--- src/sv/lfe_pkg.sv ---
`default_nettype none
package lfe_pkg;

	localparam int unsigned SINE_STEPS_DEF    = 128;
	localparam int unsigned RANDOM_PERIOD_DEF = 10;

	localparam logic [7:0] LEVEL_FULL   = 8'd255;
	localparam logic [7:0] LEVEL_OFF    = 8'd0;
	localparam logic [7:0] RANDOM_FLOOR = 8'd50;

	localparam logic FUNC_TICK  = 1'b0;
	localparam logic FUNC_START = 1'b1;

	localparam logic [1:0] PICK_RED   = 2'd0;
	localparam logic [1:0] PICK_GREEN = 2'd1;
	localparam logic [1:0] PICK_BLUE  = 2'd2;

	typedef enum logic [2:0] {
		EFF_NONE    = 3'd0,
		EFF_SINE    = 3'd1,
		EFF_LINEAR  = 3'd2,
		EFF_RANDOM  = 3'd3,
		EFF_RAINBOW = 3'd4
	} lfe_effect_t;

	typedef struct packed {
		logic       func;
		logic [2:0] effect;
		logic [7:0] random_level;
		logic [1:0] random_pick;
	} lfe_item_t;

	typedef struct packed {
		logic [7:0] dim;
		logic [7:0] red;
		logic [7:0] green;
		logic [7:0] blue;
	} lfe_levels_t;

	// One full cycle of 127.5 + 127.5 * sin, rounded to nearest.
	localparam logic [7:0] SINE_TABLE [128] = '{
		8'd128, 8'd134, 8'd140, 8'd146, 8'd152, 8'd158, 8'd165, 8'd170,
		8'd176, 8'd182, 8'd188, 8'd193, 8'd198, 8'd203, 8'd208, 8'd213,
		8'd218, 8'd222, 8'd226, 8'd230, 8'd234, 8'd237, 8'd240, 8'd243,
		8'd245, 8'd248, 8'd250, 8'd251, 8'd253, 8'd254, 8'd254, 8'd255,
		8'd255, 8'd255, 8'd254, 8'd254, 8'd253, 8'd251, 8'd250, 8'd248,
		8'd245, 8'd243, 8'd240, 8'd237, 8'd234, 8'd230, 8'd226, 8'd222,
		8'd218, 8'd213, 8'd208, 8'd203, 8'd198, 8'd193, 8'd188, 8'd182,
		8'd176, 8'd170, 8'd165, 8'd158, 8'd152, 8'd146, 8'd140, 8'd134,
		8'd128, 8'd121, 8'd115, 8'd109, 8'd103, 8'd97,  8'd90,  8'd85,
		8'd79,  8'd73,  8'd67,  8'd62,  8'd57,  8'd52,  8'd47,  8'd42,
		8'd37,  8'd33,  8'd29,  8'd25,  8'd21,  8'd18,  8'd15,  8'd12,
		8'd10,  8'd7,   8'd5,   8'd4,   8'd2,   8'd1,   8'd1,   8'd0,
		8'd0,   8'd0,   8'd1,   8'd1,   8'd2,   8'd4,   8'd5,   8'd7,
		8'd10,  8'd12,  8'd15,  8'd18,  8'd21,  8'd25,  8'd29,  8'd33,
		8'd37,  8'd42,  8'd47,  8'd52,  8'd57,  8'd62,  8'd67,  8'd73,
		8'd79,  8'd85,  8'd90,  8'd97,  8'd103, 8'd109, 8'd115, 8'd121
	};

	function automatic logic [7:0] mod255(input logic [7:0] x);
		return (x == 8'd255) ? 8'd0 : x;
	endfunction

endpackage
`default_nettype wire

--- src/sv/lfe_step.sv ---
`default_nettype none
module lfe_step import lfe_pkg::*; #(
	parameter int unsigned SINE_STEPS    = SINE_STEPS_DEF,
	parameter int unsigned RANDOM_PERIOD = RANDOM_PERIOD_DEF,
	localparam int unsigned PW = $clog2(SINE_STEPS),
	localparam int unsigned TW = $clog2(RANDOM_PERIOD + 1)
) (
	input  wire lfe_item_t   item,
	input  wire logic [2:0]  mode,
	input  wire logic [PW-1:0] phase,
	input  wire logic [TW-1:0] tick,
	input  wire lfe_levels_t lv,
	output logic [2:0]       mode_nx,
	output logic [PW-1:0]    phase_nx,
	output logic [TW-1:0]    tick_nx,
	output lfe_levels_t      lv_nx
);

	// The table index is the next phase * 128 / SINE_STEPS, taken as a multiply by a
	// rounded-up reciprocal; the shift is wide enough for the floor to be exact.
	localparam int unsigned NW = PW + 7;
	localparam int unsigned K  = NW + PW;
	localparam int unsigned MW = NW + 2;
	localparam int unsigned PRW = NW + MW;
	localparam longint unsigned RECIP = ((64'd1 << K) + SINE_STEPS - 1) / SINE_STEPS;

	logic [7:0]     r;
	logic [PW-1:0]  phase_inc;
	logic [NW-1:0]  scaled;
	logic [PRW-1:0] prod;
	logic [6:0]     idx;
	lfe_levels_t    rb1;
	lfe_levels_t    rb2;

	assign r = mod255(item.random_level);

	assign phase_inc = (phase == PW'(SINE_STEPS - 1)) ? '0 : phase + PW'(1);
	assign scaled    = {phase_inc, 7'd0};
	assign prod      = PRW'(scaled) * PRW'(RECIP);
	assign idx       = prod[K+6:K];

	always_comb begin
		rb1 = lv;
		if (lv.blue == LEVEL_OFF && lv.red == LEVEL_FULL && lv.green != LEVEL_FULL) begin
			rb1.green = lv.green + 8'd1;
		end else if (lv.blue == LEVEL_OFF && lv.green == LEVEL_FULL && lv.red != LEVEL_OFF) begin
			rb1.red = lv.red - 8'd1;
		end else if (lv.red == LEVEL_OFF && lv.green == LEVEL_FULL && lv.blue != LEVEL_FULL) begin
			rb1.blue = lv.blue + 8'd1;
		end else if (lv.red == LEVEL_OFF && lv.blue == LEVEL_FULL && lv.green != LEVEL_OFF) begin
			rb1.green = lv.green - 8'd1;
		end
		rb2 = rb1;
		if (rb1.green == LEVEL_OFF && rb1.blue == LEVEL_FULL && rb1.red != LEVEL_FULL) begin
			rb2.red = rb1.red + 8'd1;
		end else if (rb1.green == LEVEL_OFF && rb1.red == LEVEL_FULL && rb1.blue != LEVEL_OFF) begin
			rb2.blue = rb1.blue - 8'd1;
		end
	end

	always_comb begin
		mode_nx  = mode;
		phase_nx = phase;
		tick_nx  = tick;
		lv_nx    = lv;
		if (item.func == FUNC_START) begin
			mode_nx = item.effect;
			if (item.effect == EFF_SINE || item.effect == EFF_LINEAR
					|| item.effect == EFF_RANDOM) begin
				lv_nx.dim = r;
			end else if (item.effect == EFF_RAINBOW) begin
				case (item.random_pick)
					PICK_RED: begin
						lv_nx.red   = LEVEL_FULL;
						lv_nx.green = r;
						lv_nx.blue  = LEVEL_OFF;
					end
					PICK_GREEN: begin
						lv_nx.green = LEVEL_FULL;
						lv_nx.blue  = r;
						lv_nx.red   = LEVEL_OFF;
					end
					PICK_BLUE: begin
						lv_nx.blue  = LEVEL_FULL;
						lv_nx.red   = r;
						lv_nx.green = LEVEL_OFF;
					end
					default: begin
						lv_nx = lv;
					end
				endcase
			end
		end else begin
			case (mode)
				EFF_SINE: begin
					phase_nx  = phase_inc;
					lv_nx.dim = SINE_TABLE[idx];
				end
				EFF_LINEAR: begin
					lv_nx.dim = lv.dim - 8'd1;
				end
				EFF_RANDOM: begin
					if (tick == '0) begin
						lv_nx.dim = (r < RANDOM_FLOOR) ? RANDOM_FLOOR : r;
					end
				end
				EFF_RAINBOW: begin
					lv_nx = rb2;
				end
				default: begin
					lv_nx = lv;
				end
			endcase
			tick_nx = (tick == TW'(RANDOM_PERIOD - 1)) ? '0 : tick + TW'(1);
		end
	end

endmodule
`default_nettype wire

--- src/sv/led_fixture_effect_engine.sv ---
// Channel  | Handshake                  | Payload
// item     | item_valid / item_ready     | func, effect, random_level, random_pick
// result   | result_valid / result_ready | dimmer_level, red_level, green_level, blue_level
//
// Each transaction passes an input register and then the fixture state registers,
// which also serve as the result register.
// One transaction per cycle is sustained while the result is not stalled; the single
// update step between the input register and the state sets that figure.
// A stalled result holds the state; item_ready falls while the input register holds
// a transaction that cannot advance, so at most one further transaction is taken
// during a stall. Reset clears the effect, phase, tick count and all levels at once.
`default_nettype none
module led_fixture_effect_engine import lfe_pkg::*; #(
	parameter int unsigned SINE_STEPS    = SINE_STEPS_DEF,
	parameter int unsigned RANDOM_PERIOD = RANDOM_PERIOD_DEF
) (
	input  wire logic       clk,
	input  wire logic       arst_n,
	input  wire logic       item_valid,
	output logic            item_ready,
	input  wire logic       func,
	input  wire logic [2:0] effect,
	input  wire logic [7:0] random_level,
	input  wire logic [1:0] random_pick,
	output logic            result_valid,
	input  wire logic       result_ready,
	output logic [7:0]      dimmer_level,
	output logic [7:0]      red_level,
	output logic [7:0]      green_level,
	output logic [7:0]      blue_level
);

	localparam int unsigned PW = $clog2(SINE_STEPS);
	localparam int unsigned TW = $clog2(RANDOM_PERIOD + 1);

	logic        valid_s1;
	lfe_item_t   item_s1;
	logic        advance;

	logic [2:0]    mode_q;
	logic [PW-1:0] phase_q;
	logic [TW-1:0] tick_q;
	lfe_levels_t   lv_q;
	logic          res_valid_q;

	logic [2:0]    mode_nx;
	logic [PW-1:0] phase_nx;
	logic [TW-1:0] tick_nx;
	lfe_levels_t   lv_nx;

	assign advance    = valid_s1 && (!res_valid_q || result_ready);
	assign item_ready = !valid_s1 || advance;

	always_ff @(posedge clk or negedge arst_n) begin
		if (!arst_n) begin
			valid_s1 <= 1'b0;
		end else if (item_ready) begin
			valid_s1 <= item_valid;
		end
	end

	always_ff @(posedge clk) begin
		if (item_ready && item_valid) begin
			item_s1 <= '{func: func, effect: effect, random_level: random_level,
				random_pick: random_pick};
		end
	end

	lfe_step #(
		.SINE_STEPS(SINE_STEPS),
		.RANDOM_PERIOD(RANDOM_PERIOD)
	) u_step (
		.item(item_s1),
		.mode(mode_q),
		.phase(phase_q),
		.tick(tick_q),
		.lv(lv_q),
		.mode_nx(mode_nx),
		.phase_nx(phase_nx),
		.tick_nx(tick_nx),
		.lv_nx(lv_nx)
	);

	always_ff @(posedge clk or negedge arst_n) begin
		if (!arst_n) begin
			mode_q      <= EFF_NONE;
			phase_q     <= '0;
			tick_q      <= '0;
			lv_q        <= '0;
			res_valid_q <= 1'b0;
		end else begin
			if (advance) begin
				mode_q  <= mode_nx;
				phase_q <= phase_nx;
				tick_q  <= tick_nx;
				lv_q    <= lv_nx;
			end
			if (advance) begin
				res_valid_q <= 1'b1;
			end else if (result_ready) begin
				res_valid_q <= 1'b0;
			end
		end
	end

	assign result_valid = res_valid_q;
	assign dimmer_level = lv_q.dim;
	assign red_level    = lv_q.red;
	assign green_level  = lv_q.green;
	assign blue_level   = lv_q.blue;

	a_tick_range: assert property (@(posedge clk) disable iff (!arst_n)
		tick_q < TW'(RANDOM_PERIOD))
		else $error("Tick count out of range.");

	a_phase_range: assert property (@(posedge clk) disable iff (!arst_n)
		phase_q < PW'(SINE_STEPS - 1) || phase_q == PW'(SINE_STEPS - 1))
		else $error("Sine phase out of range.");

	a_linear_step: assert property (@(posedge clk) disable iff (!arst_n)
		advance && item_s1.func == FUNC_TICK && mode_q == EFF_LINEAR
		|=> lv_q.dim == $past(lv_q.dim) - 8'd1)
		else $error("Linear tick did not step the dimmer down by one.");

	a_random_floor: assert property (@(posedge clk) disable iff (!arst_n)
		advance && item_s1.func == FUNC_TICK && mode_q == EFF_RANDOM && tick_q == '0
		|=> lv_q.dim >= RANDOM_FLOOR)
		else $error("Random dimmer fell below its floor.");

	a_hold_stalled: assert property (@(posedge clk) disable iff (!arst_n)
		res_valid_q && !result_ready |=> res_valid_q && $stable(lv_q))
		else $error("Levels changed while the result transaction was stalled.");

endmodule
`default_nettype wire
--- config.mk ---
export PLATFORM = sky130hd
export DESIGN_NAME = led_fixture_effect_engine
export DESIGN_NICKNAME = d
export VERILOG_FILES = /design/src/sv/lfe_pkg.sv /design/src/sv/lfe_step.sv /design/src/sv/led_fixture_effect_engine.sv
export SDC_FILE = /design/constraint.sdc
export NUM_CORES = 1
export LEC_CHECK = 0
export ABC_AREA = 1
export BUFFER_PORTS_ARGS = -buffer_cell sky130_fd_sc_hd__buf_2
export CORE_MARGIN = 1.5
export CORE_UTILIZATION = 60
export CTS_CLUSTER_SIZE = 30
export DETAILED_ROUTE_END_ITERATION = 8
export HOLD_SLACK_MARGIN = 0.15
export PLACE_DENSITY = 0.9
export SLEW_MARGIN = 20
export SYNTH_ARGS = -nofsm -noshare
export SYNTH_HDL_FRONTEND = slang
export SYNTH_HIERARCHICAL = 1
export SYNTH_SLANG_ARGS = --single-unit
--- constraint.sdc ---
create_clock -name clk -period 3.7 [get_ports clk]
set_input_delay 0.185 -clock clk [delete_from_list [all_inputs] [get_ports clk]]
set_output_delay 0.185 -clock clk [all_outputs]
set_load 0.02 [all_outputs]
==> metrics.cfg <==
[sta]
finClkSkew_ps = 12.0
maxSlewHeadroom_pct = 33.4
rsz0062_at_grt = false
hold_viol = 0
timing.final.crit_period_ps = 3270
tns_ps = 0
setup_viol = 0
worst-slew-pin-transition_ps = 993
slew_violations = 0
fin_crit_sh_pct = 88.5
fmax_ghz = 0.305

[layout]
area_growth_pct = 8.64
mostFrequentLayoutCell = nand2_1
finalNetCount = 1289
final_area_um2 = 8010
drive_gt1_share_pct = 12.3
regArea_um2 = 1620
diodes = 0
post-route-util_pct = 66.7
mostFrequentLayoutCells = nand2_1, nand3_1, inv_1
multi_input_area_um2 = 4940
num-fill-cells = 1085

[worst_hold_path]
hold_path_class = input port to register
hold_end = valid_s1
hold_start = result_ready
min_path_cells = 4

[setup_path]
rrSetupSlack_ps = 430
worstPathArrival_ps = 3500
cp.required_ps = 3930
cpMostUsedCell = nand2_1
crit_chain = inv_1 > ha_1 > nand2_2 > nor2_8 > nand3_4 > xor2_2 > inv_1 > ha_1 > nand4_4 > nand3_4 > nand2_1 > nand3_1 > nand2_1 > o21ai_0 > nand3_1 > nand2_1
setup.worst_path.start_class = register
regToRegEndpoint = blue_level[2]
cp_max_fo = 13
cp_top_family = simple AND/OR/NAND/NOR gates
path_class = register to register
r2r_cells = 16
end_kind = register
slowest_delay_ps = 440
r2r-start = red_level[0]
crit_slowest_cell = dfrtp_1
critPathBufInv = 2

[global_routing]
grtUsageTotal_pct = 34.2
antenna_found_initial = 0
grt_pass1_vias = 7765
grt.overflow.total = 0
grt_max_degree = 49
grt_pass1_wl_um = 36400

[synth]
avgSynthCellArea_um2 = 6.07
synth_ff_type = dfrtp_1
synth_cell_types = 48
synth_nets = 1253
synth-edff-count = 14
synth_seq_cells = 62
async_flop_share_pct = 77.4
yosysWarnings = 6
netlist_area_um2 = 7370
synthCells = 1214
synth-seq-area-share_pct = 22.0

[placement]
hpwl_um = 15200
globalplace.congestion = 1.00
io_buffer_count = 51
placed_area_um2 = 7570

[floorplan]
dieArea_um2 = 13000
dieWidth_um = 114
die_h_um = 114
io_pins = 52
start_util_pct = 61.4
rows = 40
core_area_um2 = 12000

[routing]
vias = 8566
drt-total-wl_um = 22200
drt_iter0_drc = 1131
drc_errors = 0
avgViaCountPerCell = 6.11
ant_nets = 0
first_pass_iters = 6
wl_per_cell_um = 15.9

[cts]
postCtsSetupRepairBufs = 0
cts_root_buf = clkbuf_16
holdBufCountCts = 16
clock-sinks = 62
clock_latency_ps = 340
cts.repair.resized = 0
cts_max_level = 3
clk_pin_slew_ps = 70
clock_path_buffers = 2
cts_tree = yes
cts_buffers = 9

[pwr]
leakagePower_nw = 4.07
irDropWorstVdd_v = 0.000426
p_per_area_nw_per_um2 = 678

[flow_run]
drv_cap = 0

[status]
status = finished, final reports clean

-- power by group --
| part | internal, mW | leakage (nW) | switching [mW] | total [mW] |
|---|---|---|---|---|
| combinational | 1.09 | 3.19 | 2.17 | 3.26 |
| clock | 0.460 | 0.136 | 0.353 | 0.813 |
| sequential | 0.902 | 0.751 | 0.459 | 1.36 |
| total | 2.45 | 4.07 | 2.98 | 5.43 |
-- cells in the mapped netlist, drive strengths merged, types with 8 or more instances --
cell    count  area share (%)
nand2     415              22
nand3     151              11
inv       121             6.2
nor2      101             6.5
o21ai     100             7.3
a21oi      86             5.8
dfrtp      48              16
buf        34             3.5
nand4      30             2.8
xor2       22             2.7
ha         21             3.6
clkbuf     19            0.97
edfxtp     14             5.7
o211ai     12             1.2
a22oi       8            0.81
-- logic make-up (layout without fill, tap and decap cells) --
| logic type | count (synthesis) | in the layout | share of synthesized area (%) |
|---|---|---|---|
| adders and majority gates | 21 | 21 | 3.56 |
| xor gates and xnor gates | 25 | 25 | 3.07 |
| and+or+nand+nor | 706 | 706 | 43.7 |
| buffers and inverters | 180 | 221 | 11.1 |
| DFF | 62 | 62 | 22.0 |
| AOI/OAI and AO/OA | 220 | 220 | 16.5 |
-- flip-flops by register name, indices dropped and copies added, names as in the netlist --
name          flops
red_level         8
phase_q           7
blue_level        8
valid_s1          1
item_s1          14
result_valid      1
mode_q            3
dimmer_level      8
tick_q            4
green_level       8
-- cell type report --
cell class	instances	area share (%)
multi-input combinational	972	61.7
clock inverter	7	0.703
timing repair buffer	78	6.22
inverter	127	6.05
clock buffer	9	2.81
tap	147	2.30
sequential	62	20.2
-- worst min-delay path, delay by kind of cell --
| family | cells | cell delay (ps) |
|---|---|---|
| and+or+nand+nor | 2 | 180 |
| buffers and inverters | 2 | 110 |
-- how the worst max path moves through the flow --
| stage | cells after the start | slack (ps) | start | endpoint |
|---|---|---|---|---|
| global placement | 16 | 540 | red_level[0] | blue_level[2] |
| floorplan | 17 | 890 | red_level[0] | blue_level[0] |
| CTS | 17 | 450 | green_level[1] | blue_level[2] |
| global route | 20 | 110 | red_level[0] | blue_level[2] |
| finish | 16 | 430 | red_level[0] | blue_level[2] |
| detailed placement | 16 | 470 | red_level[0] | blue_level[2] |
-- layer usage --
metal  vias up  wire length, um  global-route usage, %
met5         -                0                      0
met4         0              704                   13.4
met3        74             2120                   3.93
met2       526            10500                   58.4
met1      3895             8940                   44.5
li1       4071                -                      -
-- metrics by stage --
stage	hold slack, ps	instances	power, mW	worst slack, ps
after floorplan	-111	1214	3.75	891
after global placement	344	1370	4.43	535
after detailed placement	347	1370	4.49	466
after CTS	165	1402	5.34	448
after global routing	224	1402	5.86	115
final	187	1402	5.43	426
No activity file was read; power rests on OpenSTA's default activity.
